[src/ctf_pkg.sv]
package ctf_pkg;

  // Commands carried by an input request.
  typedef enum logic [1:0] {
    CMD_START  = 2'd0,
    CMD_BYTE   = 2'd1,
    CMD_FLUSH  = 2'd2,
    CMD_FINISH = 2'd3
  } cmd_t;

  // Result kinds.
  localparam logic KIND_BYTE     = 1'b0;
  localparam logic KIND_BOUNDARY = 1'b1;

  // Work handed from the front to the back.
  typedef enum logic [1:0] {
    JOB_START  = 2'd0,
    JOB_BYTE   = 2'd1,
    JOB_FLUSH  = 2'd2,
    JOB_FINISH = 2'd3
  } job_op_t;

  typedef struct packed {
    job_op_t     op;
    logic        pre_bnd;    // drain boundary ahead of the frame or terminator
    logic        last_byte;  // payload byte closes its chunk: CR LF follows
    logic        close_bnd;  // boundary after CR LF of a large frame
    logic [7:0]  data;
    logic [31:0] length;
    logic [3:0]  digits;     // hex digits of length, 1..8
  } job_t;

  // Back-end sequencer steps.
  typedef enum logic [2:0] {
    BK_NEW  = 3'd0,
    BK_PRE  = 3'd1,
    BK_HEX  = 3'd2,
    BK_DATA = 3'd3,
    BK_CR   = 3'd4,
    BK_LF   = 3'd5,
    BK_TERM = 3'd6,
    BK_POST = 3'd7
  } bk_state_t;

  localparam int          JOB_Q_DEPTH  = 4;
  localparam logic [12:0] LIMIT_MIN    = 13'd64;
  localparam logic [12:0] LIMIT_MAX    = 13'd4096;
  localparam logic [12:0] LARGE_MARGIN = 13'd32;
  localparam logic [12:0] LIMIT_RESET  = 13'd4096;
  localparam logic [47:0] TOTAL_MAX    = 48'hFFFF_FFFF_FFFF;
  localparam logic [2:0]  TERM_LAST    = 3'd4;

  localparam logic [7:0] CHAR_CR = 8'h0d;
  localparam logic [7:0] CHAR_LF = 8'h0a;

  localparam logic [7:0] HEX_CHARS [16] = '{
    8'h30, 8'h31, 8'h32, 8'h33, 8'h34, 8'h35, 8'h36, 8'h37,
    8'h38, 8'h39, 8'h61, 8'h62, 8'h63, 8'h64, 8'h65, 8'h66
  };

  localparam logic [7:0] TERM_CHARS [5] = '{8'h30, 8'h0d, 8'h0a, 8'h0d, 8'h0a};

endpackage

[src/chunked_transfer_framer_unit.sv]
// Chunked transfer framer. Each input request is classified on arrival by the
// front end, which keeps the open chunk length and the coalescing byte count,
// and is turned into a job in a four-entry queue; the back end sequencer
// expands each job into results at one result per clock, unless the output
// stalls, into an output register. A request causes one result for a payload
// byte in the middle of a chunk, three for the byte that closes a small chunk
// and four for one that closes a large chunk, digits + 2 (plus 1 with a drain
// boundary) for a chunk start, one for a flush and six or seven for finish.
// Requests that cause no result take no back-end time. Input accepts stall
// only while the job queue is full. The user writes the coalescing limit through
// the cfg port while the block idles; the block itself does not enforce this.
module chunked_transfer_framer_unit import ctf_pkg::*; #(
  parameter int LENGTH_BITS = 32
) (
  input  logic        clk,
  input  logic        rst_n,
  input  logic        in_valid,
  output logic        in_stall,
  input  logic [1:0]  in_command,
  input  logic [31:0] in_chunk_length,
  input  logic [7:0]  in_data_byte,
  output logic        out_valid,
  input  logic        out_stall,
  output logic        out_kind,
  output logic [7:0]  out_wire_byte,
  output logic [47:0] out_total_bytes,
  output logic        out_last,
  input  logic        cfg_valid,
  output logic        cfg_ready,
  input  logic [12:0] cfg_coalesce_limit
);

  logic [12:0] limit_r;
  logic        in_acc;
  logic        q_push;
  job_t        q_in;
  logic        q_pop;
  logic        q_full;
  logic        q_valid;
  job_t        q_head;

  assign cfg_ready = 1'b1;
  assign in_stall  = q_full;
  assign in_acc    = in_valid && !in_stall;

  always_ff @(posedge clk) begin
    if (!rst_n) begin
      limit_r <= LIMIT_RESET;
    end else if (cfg_valid && cfg_ready) begin
      limit_r <= cfg_coalesce_limit;
    end
  end

  ctf_front #(.LENGTH_BITS(LENGTH_BITS)) u_front (
    .clk          (clk),
    .rst_n        (rst_n),
    .acc          (in_acc),
    .command      (in_command),
    .chunk_length (in_chunk_length),
    .data_byte    (in_data_byte),
    .limit_raw    (limit_r),
    .enq          (q_push),
    .job          (q_in)
  );

  ctf_job_queue u_queue (
    .clk        (clk),
    .rst_n      (rst_n),
    .push       (q_push),
    .push_job   (q_in),
    .pop        (q_pop),
    .full       (q_full),
    .head_valid (q_valid),
    .head_job   (q_head)
  );

  ctf_back u_back (
    .clk             (clk),
    .rst_n           (rst_n),
    .job_valid       (q_valid),
    .job             (q_head),
    .job_pop         (q_pop),
    .out_valid       (out_valid),
    .out_stall       (out_stall),
    .out_kind        (out_kind),
    .out_wire_byte   (out_wire_byte),
    .out_total_bytes (out_total_bytes),
    .out_last        (out_last)
  );

  a_no_push_when_full: assert property (@(posedge clk) disable iff (!rst_n)
    q_push |-> !q_full)
    else $error("job pushed into a full queue");

  a_no_pop_when_empty: assert property (@(posedge clk) disable iff (!rst_n)
    q_pop |-> q_valid)
    else $error("job popped from an empty queue");

  a_boundary_zero_byte: assert property (@(posedge clk) disable iff (!rst_n)
    (out_valid && out_kind == KIND_BOUNDARY) |-> out_wire_byte == 8'd0)
    else $error("boundary result carries a byte");

  a_byte_counted: assert property (@(posedge clk) disable iff (!rst_n)
    (out_valid && out_kind == KIND_BYTE) |-> out_total_bytes != 48'd0)
    else $error("wire byte delivered with a zero body total");

endmodule

[src/ctf_front.sv]
module ctf_front import ctf_pkg::*; #(
  parameter int LENGTH_BITS = 32
) (
  input  logic        clk,
  input  logic        rst_n,
  input  logic        acc,
  input  logic [1:0]  command,
  input  logic [31:0] chunk_length,
  input  logic [7:0]  data_byte,
  input  logic [12:0] limit_raw,
  output logic        enq,
  output job_t        job
);

  localparam int          LEN_W    = (LENGTH_BITS < 32) ? LENGTH_BITS : 32;
  localparam logic [31:0] LEN_MASK = 32'hFFFF_FFFF >> (32 - LEN_W);

  logic [12:0]      pending_r, pending_nxt;
  logic [LEN_W-1:0] left_r, left_nxt;
  logic             large_r, large_nxt;

  logic [31:0] len;
  logic [3:0]  digits;
  logic [12:0] limit;
  logic [12:0] thr;
  logic        is_small;
  logic [13:0] framed;
  logic [13:0] sum;
  logic        over;
  logic        open;

  always_comb begin
    len    = chunk_length & LEN_MASK;
    digits = 4'd0;
    for (int i = 0; i < 8; i++) begin
      if (len[i*4 +: 4] != 4'd0) digits = 4'(i + 1);
    end
    if (limit_raw < LIMIT_MIN) begin
      limit = LIMIT_MIN;
    end else if (limit_raw > LIMIT_MAX) begin
      limit = LIMIT_MAX;
    end else begin
      limit = limit_raw;
    end
    thr      = limit - LARGE_MARGIN;
    is_small = len < {19'd0, thr};
    // Only meaningful for a small frame, whose length fits in 13 bits.
    framed   = {10'd0, digits} + 14'd4 + {1'b0, len[12:0]};
    sum      = {1'b0, pending_r} + framed;
    over     = sum > {1'b0, limit};
    open     = left_r != '0;
  end

  always_comb begin
    pending_nxt   = pending_r;
    left_nxt      = left_r;
    large_nxt     = large_r;
    enq           = 1'b0;
    job.op        = JOB_BYTE;
    job.pre_bnd   = 1'b0;
    job.last_byte = 1'b0;
    job.close_bnd = 1'b0;
    job.data      = data_byte;
    job.length    = len;
    job.digits    = digits;
    if (acc) begin
      case (cmd_t'(command))
        CMD_BYTE: begin
          if (open) begin
            enq           = 1'b1;
            job.op        = JOB_BYTE;
            job.last_byte = left_r == LEN_W'(1);
            job.close_bnd = (left_r == LEN_W'(1)) && large_r;
            left_nxt      = left_r - LEN_W'(1);
            if (left_r == LEN_W'(1)) large_nxt = 1'b0;
          end
        end
        CMD_START: begin
          if (!open && len != 32'd0) begin
            enq      = 1'b1;
            job.op   = JOB_START;
            left_nxt = len[LEN_W-1:0];
            if (is_small) begin
              job.pre_bnd = over && (pending_r != 13'd0);
              pending_nxt = over ? framed[12:0] : sum[12:0];
              large_nxt   = 1'b0;
            end else begin
              job.pre_bnd = pending_r != 13'd0;
              pending_nxt = 13'd0;
              large_nxt   = 1'b1;
            end
          end
        end
        CMD_FLUSH: begin
          if (!open && pending_r != 13'd0) begin
            enq         = 1'b1;
            job.op      = JOB_FLUSH;
            pending_nxt = 13'd0;
          end
        end
        CMD_FINISH: begin
          if (!open) begin
            enq         = 1'b1;
            job.op      = JOB_FINISH;
            job.pre_bnd = ({1'b0, pending_r} + 14'd5) > {1'b0, limit};
            pending_nxt = 13'd0;
          end
        end
        default: begin
          enq = 1'b0;
        end
      endcase
    end
  end

  always_ff @(posedge clk) begin
    if (!rst_n) begin
      pending_r <= 13'd0;
      left_r    <= '0;
      large_r   <= 1'b0;
    end else begin
      pending_r <= pending_nxt;
      left_r    <= left_nxt;
      large_r   <= large_nxt;
    end
  end

endmodule

[src/ctf_job_queue.sv]
module ctf_job_queue import ctf_pkg::*; (
  input  logic clk,
  input  logic rst_n,
  input  logic push,
  input  job_t push_job,
  input  logic pop,
  output logic full,
  output logic head_valid,
  output job_t head_job
);

  localparam int PTR_W = $clog2(JOB_Q_DEPTH);
  localparam int CNT_W = $clog2(JOB_Q_DEPTH + 1);

  job_t             entries_r [JOB_Q_DEPTH];
  logic [PTR_W-1:0] wr_ptr_r, wr_ptr_nxt;
  logic [PTR_W-1:0] rd_ptr_r, rd_ptr_nxt;
  logic [CNT_W-1:0] count_r, count_nxt;

  assign full       = count_r == CNT_W'(JOB_Q_DEPTH);
  assign head_valid = count_r != '0;
  assign head_job   = entries_r[rd_ptr_r];

  always_comb begin
    wr_ptr_nxt = push ? wr_ptr_r + PTR_W'(1) : wr_ptr_r;
    rd_ptr_nxt = pop ? rd_ptr_r + PTR_W'(1) : rd_ptr_r;
    count_nxt  = count_r + CNT_W'(push) - CNT_W'(pop);
  end

  always_ff @(posedge clk) begin
    if (push) entries_r[wr_ptr_r] <= push_job;
  end

  always_ff @(posedge clk) begin
    if (!rst_n) begin
      wr_ptr_r <= '0;
      rd_ptr_r <= '0;
      count_r  <= '0;
    end else begin
      wr_ptr_r <= wr_ptr_nxt;
      rd_ptr_r <= rd_ptr_nxt;
      count_r  <= count_nxt;
    end
  end

endmodule

[src/ctf_back.sv]
module ctf_back import ctf_pkg::*; (
  input  logic        clk,
  input  logic        rst_n,
  input  logic        job_valid,
  input  job_t        job,
  output logic        job_pop,
  output logic        out_valid,
  input  logic        out_stall,
  output logic        out_kind,
  output logic [7:0]  out_wire_byte,
  output logic [47:0] out_total_bytes,
  output logic        out_last
);

  bk_state_t   state_r, state_nxt;
  bk_state_t   cur;
  logic [2:0]  cnt_r, cnt_nxt;
  logic [47:0] emitted_r, emitted_nxt;

  logic        out_valid_r;
  logic        kind_r;
  logic [7:0]  byte_r;
  logic [47:0] total_r;
  logic        last_r;

  logic        step;
  logic        job_end;
  logic        hex_done;
  logic [2:0]  hex_idx;
  logic        res_kind;
  logic [7:0]  res_byte;
  logic [47:0] tot_inc;
  logic [47:0] res_total;

  assign step = job_valid && (!out_valid_r || !out_stall);

  always_comb begin
    if (state_r == BK_NEW) begin
      case (job.op)
        JOB_START:  cur = job.pre_bnd ? BK_PRE : BK_HEX;
        JOB_BYTE:   cur = BK_DATA;
        JOB_FLUSH:  cur = BK_POST;
        JOB_FINISH: cur = job.pre_bnd ? BK_PRE : BK_TERM;
        default:    cur = BK_POST;
      endcase
    end else begin
      cur = state_r;
    end
    // Hex digits go out most significant first; cnt_r counts digits sent.
    hex_idx  = 3'(job.digits - 4'd1 - {1'b0, cnt_r});
    hex_done = {1'b0, cnt_r} == (job.digits - 4'd1);
  end

  // Next step of the sequencer.
  always_comb begin
    state_nxt = state_r;
    cnt_nxt   = cnt_r;
    job_end   = 1'b0;
    case (cur)
      BK_PRE: begin
        state_nxt = (job.op == JOB_START) ? BK_HEX : BK_TERM;
        cnt_nxt   = 3'd0;
      end
      BK_HEX: begin
        if (hex_done) begin
          state_nxt = BK_CR;
          cnt_nxt   = 3'd0;
        end else begin
          state_nxt = BK_HEX;
          cnt_nxt   = cnt_r + 3'd1;
        end
      end
      BK_DATA: begin
        state_nxt = BK_CR;
        job_end   = !job.last_byte;
      end
      BK_CR: begin
        state_nxt = BK_LF;
      end
      BK_LF: begin
        state_nxt = BK_POST;
        job_end   = !(job.op == JOB_BYTE && job.close_bnd);
      end
      BK_TERM: begin
        if (cnt_r == TERM_LAST) begin
          state_nxt = BK_POST;
          cnt_nxt   = 3'd0;
        end else begin
          state_nxt = BK_TERM;
          cnt_nxt   = cnt_r + 3'd1;
        end
      end
      BK_POST: begin
        job_end = 1'b1;
      end
      default: begin
        job_end = 1'b1;
      end
    endcase
    if (job_end) begin
      state_nxt = BK_NEW;
      cnt_nxt   = 3'd0;
    end
  end

  // Result produced by the current step.
  always_comb begin
    res_kind = KIND_BYTE;
    res_byte = 8'd0;
    case (cur)
      BK_PRE, BK_POST: res_kind = KIND_BOUNDARY;
      BK_HEX:          res_byte = HEX_CHARS[job.length[hex_idx*4 +: 4]];
      BK_DATA:         res_byte = job.data;
      BK_CR:           res_byte = CHAR_CR;
      BK_LF:           res_byte = CHAR_LF;
      BK_TERM:         res_byte = TERM_CHARS[cnt_r];
      default:         res_kind = KIND_BOUNDARY;
    endcase
    tot_inc   = (emitted_r == TOTAL_MAX) ? emitted_r : emitted_r + 48'd1;
    res_total = (res_kind == KIND_BYTE) ? tot_inc : emitted_r;
    // The body count starts over once the terminator has been framed.
    emitted_nxt = (job_end && job.op == JOB_FINISH) ? 48'd0 : res_total;
  end

  assign job_pop = step && job_end;

  always_ff @(posedge clk) begin
    if (!rst_n) begin
      state_r     <= BK_NEW;
      cnt_r       <= 3'd0;
      emitted_r   <= 48'd0;
      out_valid_r <= 1'b0;
    end else begin
      if (step) begin
        state_r     <= state_nxt;
        cnt_r       <= cnt_nxt;
        emitted_r   <= emitted_nxt;
        out_valid_r <= 1'b1;
      end else if (!out_stall) begin
        out_valid_r <= 1'b0;
      end
    end
  end

  always_ff @(posedge clk) begin
    if (step) begin
      kind_r  <= res_kind;
      byte_r  <= res_byte;
      total_r <= res_total;
      last_r  <= job_end;
    end
  end

  assign out_valid       = out_valid_r;
  assign out_kind        = kind_r;
  assign out_wire_byte   = byte_r;
  assign out_total_bytes = total_r;
  assign out_last        = last_r;

endmodule

[config.mk]
export PLATFORM = sky130hd
export DESIGN_NAME = chunked_transfer_framer_unit
export DESIGN_NICKNAME = d
export VERILOG_FILES = /design/src/ctf_pkg.sv /design/src/chunked_transfer_framer_unit.sv /design/src/ctf_front.sv /design/src/ctf_job_queue.sv /design/src/ctf_back.sv
export SDC_FILE = /design/constraint.sdc
export NUM_CORES = 1
export LEC_CHECK = 0
export ABC_CLOCK_PERIOD_IN_PS = 9400
export BUFFER_PORTS_ARGS = -buffer_cell sky130_fd_sc_hd__clkbuf_2
export CAP_MARGIN = 20
export CORE_MARGIN = 2
export CORE_UTILIZATION = 60
export DETAILED_ROUTE_END_ITERATION = 10
export PLACE_DENSITY = 0.86
export SLEW_MARGIN = 30
export SYNTH_ARGS = -nofsm -noshare
export SYNTH_HDL_FRONTEND = slang
export SYNTH_HIERARCHICAL = 1
export SYNTH_SLANG_ARGS = --single-unit
[constraint.sdc]
create_clock -name clk -period 9.4 [get_ports clk]
set_input_delay 2.35 -clock clk [delete_from_list [all_inputs] [get_ports clk]]
set_output_delay 2.35 -clock clk [all_outputs]
set_load 0.01 [all_outputs]
Word-level counts from Yosys, hierarchy flattened
Memory sizes are Yosys's and may differ from the RTL's. A register that Yosys moved wholly into a read port is not among the register bits.
Cells that the tools add are included.
{"block": "totals", "rom_bits": 192, "n_memories": 3, "out_inout_bits": 61, "register_bits": 179, "ram_bits": 196, "latch_bits": 0, "in_bits": 60, "elab_cells": 175}
{"block": "classes", "shifts": 1, "n_bitwise": 2, "multipliers": 0, "n_eq_ne": 23, "order_cmp": 7, "reduce_logical": 42, "n_mux": 68, "div_mod_pow": 0, "add_sub_neg": 14}
{"memory": "u_queue.entries_r", "words": 4, "word_bits": 49, "rd": 1, "rd_clocked_by_memory_dff": 1, "write_ports": 1, "line_no": "ctf_job_queue.sv:15", "rtl": "job_t entries_r [JOB_Q_DEPTH];"}
{"memory": "(no name shown)", "words": 16, "word_bits": 8, "rd": 1, "rd_clocked_by_memory_dff": 0, "write_ports": 0, "line_no": "ctf_back.sv:112", "rtl": "BK_HEX: res_byte = HEX_CHARS[job.length[hex_idx*4 +: 4]];"}
{"memory": "(no name shown)", "words": 8, "word_bits": 8, "rd": 1, "rd_clocked_by_memory_dff": 0, "write_ports": 0, "line_no": "ctf_back.sv:116", "rtl": "BK_TERM: res_byte = TERM_CHARS[cnt_r];"}
{"cell": "$mux 48", "count": 3}
{"cell": "$mux 13", "count": 7}
{"cell": "$mux 32", "count": 2}
{"cell": "$pmux 32 s2", "count": 1}
{"cell": "$reduce_bool 32->1", "count": 2}
{"cell": "$add 48x1->48 const B", "count": 1}
{"cell": "$eq 48x48->1 const B", "count": 1}
{"cell": "$pmux 8 s5", "count": 1}
{"cell": "$pmux 13 s3", "count": 1}
{"cell": "$reduce_bool 4->1", "count": 9}
{"cell": "$eq 32x1->1 const B", "count": 1}
{"cell": "$lt 32x13->1", "count": 1}
{"cell": "$mux 8", "count": 4}
{"cell": "$shiftx 32x6->4", "count": 1}
{"cell": "$sub 32x1->32 const B", "count": 1}
{"cell": "$gt 14x13->1", "count": 2}
{"cell": "$mux 4", "count": 7}
{"cell": "$mux 3", "count": 9}
{"cell": "$pmux 3 s6", "count": 1}
{"cell": "$mux 1", "count": 17}
{"cell": "$eq 3x3->1 const B", "count": 5}
{"cell": "$add 13x14->14", "count": 1}
{"cell": "$add 13x3->14 const B", "count": 1}
{"cell": "$add 14x13->14", "count": 1}
{"cell": "43 further kinds", "count": 77}

Logic depth before layout (Yosys ltp)
{"block": "logic_depth", "ltp_word": 18, "ltp_mapped": 30, "mapped_depth_nobuf": 28}

By module
Netlist, hierarchy kept.
{"mod": "ctf_job_queue", "instances": 1, "seq_area_each_um2": 6065.8, "cells_per_inst": 299, "area_per_inst_um2": 7536.0}
{"mod": "ctf_back", "instances": 1, "seq_area_each_um2": 2842.7, "cells_per_inst": 656, "area_per_inst_um2": 6368.6}
{"mod": "ctf_front", "instances": 1, "seq_area_each_um2": 920.9, "cells_per_inst": 763, "area_per_inst_um2": 5640.4}
{"mod": "chunked_transfer_framer_unit", "instances": 1, "seq_area_each_um2": 260.2, "cells_per_inst": 45, "area_per_inst_um2": 521.8}

Worst setup path after synthesis
No wires, ideal clock.
{"block": "synth_timing", "path_kind": "input-to-reg", "from": "input port in_chunk_length[12]", "to": "memory u_queue/entries_r[0][46] in the netlist's numbering, data pin", "t_required_ns": 9.121, "setup_time_ns": 0.279, "setup_slack_ns": 1.340, "cell_stages": 25, "n_path_buf": 1, "t_arrival_ns": 7.781, "cell_sequence": "or4_1 nor2_1 nand2_1 a31oi_1 ha_1 ha_1 inv_1 fa_1 inv_1 ha_1 nor2b_1 o31a_1 o41ai_1 o21ai_0 a21oi_1 xnor2_1 ha_1 and4_1 nand4_1 nor3_1 a31o_2 or4b_2 clkbuf_1 a21boi_0 o32ai_1"}
{"element": "start, declared", "line_no": "chunked_transfer_framer_unit.sv:20", "rtl": "input logic [31:0] in_chunk_length,"}
{"element": "end, declared", "line_no": "ctf_job_queue.sv:15"}

==> impl_metrics.csv <==
group,metric,value,unit
layout,final_common_cell,"edfxtp_1",
route,drtAntennaViolNets,0,
global_route,overflow,0,
critical_path,rr_endpoint,"u_queue/entries_r[3][46]",
synthesis,yosys-mux-area-fraction,7.395,%
sta,maxSlewHeadroom,33.27,%
layout,final_layout_size_suffix_gt1_share,17.31,%
floorplan,die_width,186.9,µm
clock_tree,cts.sinks,377,
floorplan,rows,66,
synthesis,synth-seq-area-share,50.28,%
clock_tree,cts-resized-gates,0,
clock_tree,clkLatencyLatePin,560,ps
critical_path,r2r_slack,4420,ps
synthesis,syn-cell-area,20070,µm²
sta,setup_viol,0,
clock_tree,cts_made_buffers,39,
sta,max_freq,0.1155,GHz
global_route,track_usage,28.15,%
route,avgViaCountPerCell,6.606,
status,status,"finished clean",
critical_path,cp-end-kind,"flip-flop",
pwr,p_per_area,244.2,nW/µm²
clock_tree,htree_levels,2,
synthesis,ys_types,99,
pwr,total_leakage_power,0.007939,µW
route,wl_met1,18910,µm
sta,rsz0062_at_grt,"false",
clock_tree,root_buffer,"clkbuf_16",
floorplan,die_height,186.9,µm
layout,final_nets,1973,
synthesis,synth-compound-area-share,13.09,%
synthesis,synth_top_family_by_area,"simple AND/OR/NAND/NOR gates",
floorplan,design.die.area,34920,µm²
floorplan,core_area,32700,µm²
global_route,grt_pass1_wl,78440,µm
layout,layout_common_cells,"edfxtp_1 (254), nand2_1 (128), dfxtp_1 (121), nor2_1 (120), clkbuf_2 (119)",
sta,fin_crit_sh,92.14,%
route,wl_met2,23750,µm
critical_path,r2r_cells,17,
sta,maxSlewViolCount,0,
sta,fin_tns_setup,0,ps
synthesis,ys_warn_count,6,
floorplan,initial_core_util,61.36,%
layout,syn_to_final_growth,9.185,%
route,wl_per_cell,21.72,µm
sta,fin_skew,38.34,ps
synthesis,async_reset_ff_share,0,%
sta,fin_crit,8661,ps
placement,place.gp.congestion,0.9502,
route,routed_wl,49870,µm
clock_tree,hold_buffers,0,
layout,fillers,2312,
global_route,grt_pass1_vias,14560,
route,first_pass_iters,7,
sta,worstMarginPinSlew,1001,ps
critical_path,r2r_start,"u_front/pending_r[0]",
global_route,grt_max_degree,65,
synthesis,synth.avg_cell_area,11.38,µm²
synthesis,synth_fa_ha_area_share,5.861,%
synthesis,synthFlopType,"edfxtp_1",
global_route,antenna_found_initial,0,
floorplan,ios,121,
synthesis,synth_seq_cells,377,
clock_tree,clkTransAtPathRegs,60,ps
critical_path,arrival,8900,ps
run,cap_violations,0,
route,highest_layer,"met4",
clock_tree,tritoncts,"done",
synthesis,syn-num-nets,1913,
critical_path,path_class,"primary input to flip-flop",
hold_path,hold_start,"u_back/emitted_r[19]",
critical_path,critical_path.max_fanout,15,
synthesis,postSynthCellCount,1763,
sta,setup_ws,739.0,ps
route,drc_errors,0,
clock_tree,post_cts_buffers,0,
synthesis,synth-simple-area-share,13.90,%
pwr,vdd_drop_max,0.1971,mV
placement,dp_hpwl,33210,µm
critical_path,start_kind,"primary input",
hold_path,min_to,"u_back/emitted_r[19]",
route,met3_length,5286,µm
placement,place_ws,408.7,ps
synthesis,synth_xor_area_share,4.084,%
synthesis,synth_edf_count,254,
hold_path,hold_path_depth,1,
layout,antenna_cells,0,
route,routed-via-count,15170,
route,drt-initial-drc-count,2019,
hold_path,hold_path.class,"flip-flop to flip-flop",
critical_path,cp_data_required_time,9640,ps
clock_tree,clockBufferDepth,3,
placement,portBuffers,119,
sta,hold_viol,0,
-- cell type report --
class	count	area [µm²]	share of cell area [%]
sequential	377	10090	46.07
multi-input combinational	1180	8945	40.83
clock buffer	46	1022	4.666
timing repair buffer	140	753.2	3.438
tap	442	553.0	2.524
inverter	85	319.1	1.456
clock inverter	26	222.7	1.017
-- cell usage after synthesis, types with 40 or more instances --
library cell | count | area [µm²]
a21oi_1 | 94 | 470.5
xnor2_1 | 62 | 543.0
o21ai_0 | 95 | 475.5
nand2_1 | 129 | 484.2
inv_1 | 83 | 311.6
dfxtp_1 | 123 | 2462
edfxtp_1 | 254 | 7627
clkbuf_1 | 42 | 157.7
nand4_1 | 40 | 250.2
nand3_1 | 42 | 210.2
buf_4 | 45 | 337.8
ha_1 | 86 | 1076
mux4_2 | 55 | 1239
nor2_1 | 122 | 457.9
-- per-stage QoR --
stage	total power, µW	hold slack, ps	util (%)	instances	area (µm²)
final	5349	470.7	67.00	2296	21910
after global routing	5590	481.5	67.00	2296	21910
after detailed placement	3819	460.8	63.16	2224	20650
after global placement	3745	451.8	63.06	2222	20620
after CTS	5331	470.5	66.97	2296	21900
after floorplan	3347	434.6	-	1763	20070
-- registers in the layout, indices dropped and copies added (netlist names), 2 cells and up, named ones only --
name / flops
u_queue/entries_r: 196
u_back/emitted_r: 48
u_back/out_total_bytes: 48
u_front/left_r: 32
limit_r: 13
u_front/pending_r: 13
u_back/out_wire_byte: 8
u_back/cnt_r: 3
u_back/state_r: 3
u_queue/count_r: 3
u_queue/rd_ptr_r: 2
u_queue/wr_ptr_r: 2
-- logic make-up after synthesis --
group,Yosys count
XOR/XNOR,88
multiplexers,76
buffers and inverters,206
flip-flops,377
other,2
AO/OA/AOI/OAI,389
adder cells (fa/ha/maj),92
AND/OR/NAND/NOR,533
-- routing by layer --
layer,vias up,global-route usage [%]
li1,6772,-
met1,7215,36.67
met2,978,46.61
met3,202,6.210
met4,0,10.20
met5,-,0
-- power by group --
group          total (µW)  switching [µW]  leakage, µW  internal, µW
combinational        1700            1080      0.00396           624
clock                1500             655     0.000615           842
sequential           2150             115      0.00336          2040
-- critical path, stage by stage --
cell and delay, ps:
clkbuf_2 150, or4_1 630, a21oi_1 150, o21ai_0 90, a21oi_1 330, ha_1 240
ha_1 180, inv_1 60, fa_1 390, xnor2_1 320, ha_1 340, o21a_1 200
o31a_1 130, o41ai_1 340, buf_4 210, o21ai_0 110, a21oi_1 210, xnor2_1 180
ha_1 300, a21oi_1 170, nor2_1 70, a211oi_1 250, a31o_2 260, or4b_2 830
a21boi_0 240, o32ai_1 170
-- worst max-delay path by stage --
stage                                to  slack, ps  cells after the start           startpoint
2_1_floorplan  u_queue/entries_r[0][46]       1340                     25  in_chunk_length[12]
3_3_place_gp   u_queue/entries_r[2][46]        680                     28  in_chunk_length[19]
3_5_place_dp       u_front/pending_r[0]        410                     27  in_chunk_length[12]
4_1_cts        u_queue/entries_r[3][46]        940                     26  in_chunk_length[12]
5_1_grt        u_queue/entries_r[3][46]        260                     29  in_chunk_length[12]
6_report       u_queue/entries_r[3][46]        740                     26  in_chunk_length[12]
(Power assumes the default switching activity.)
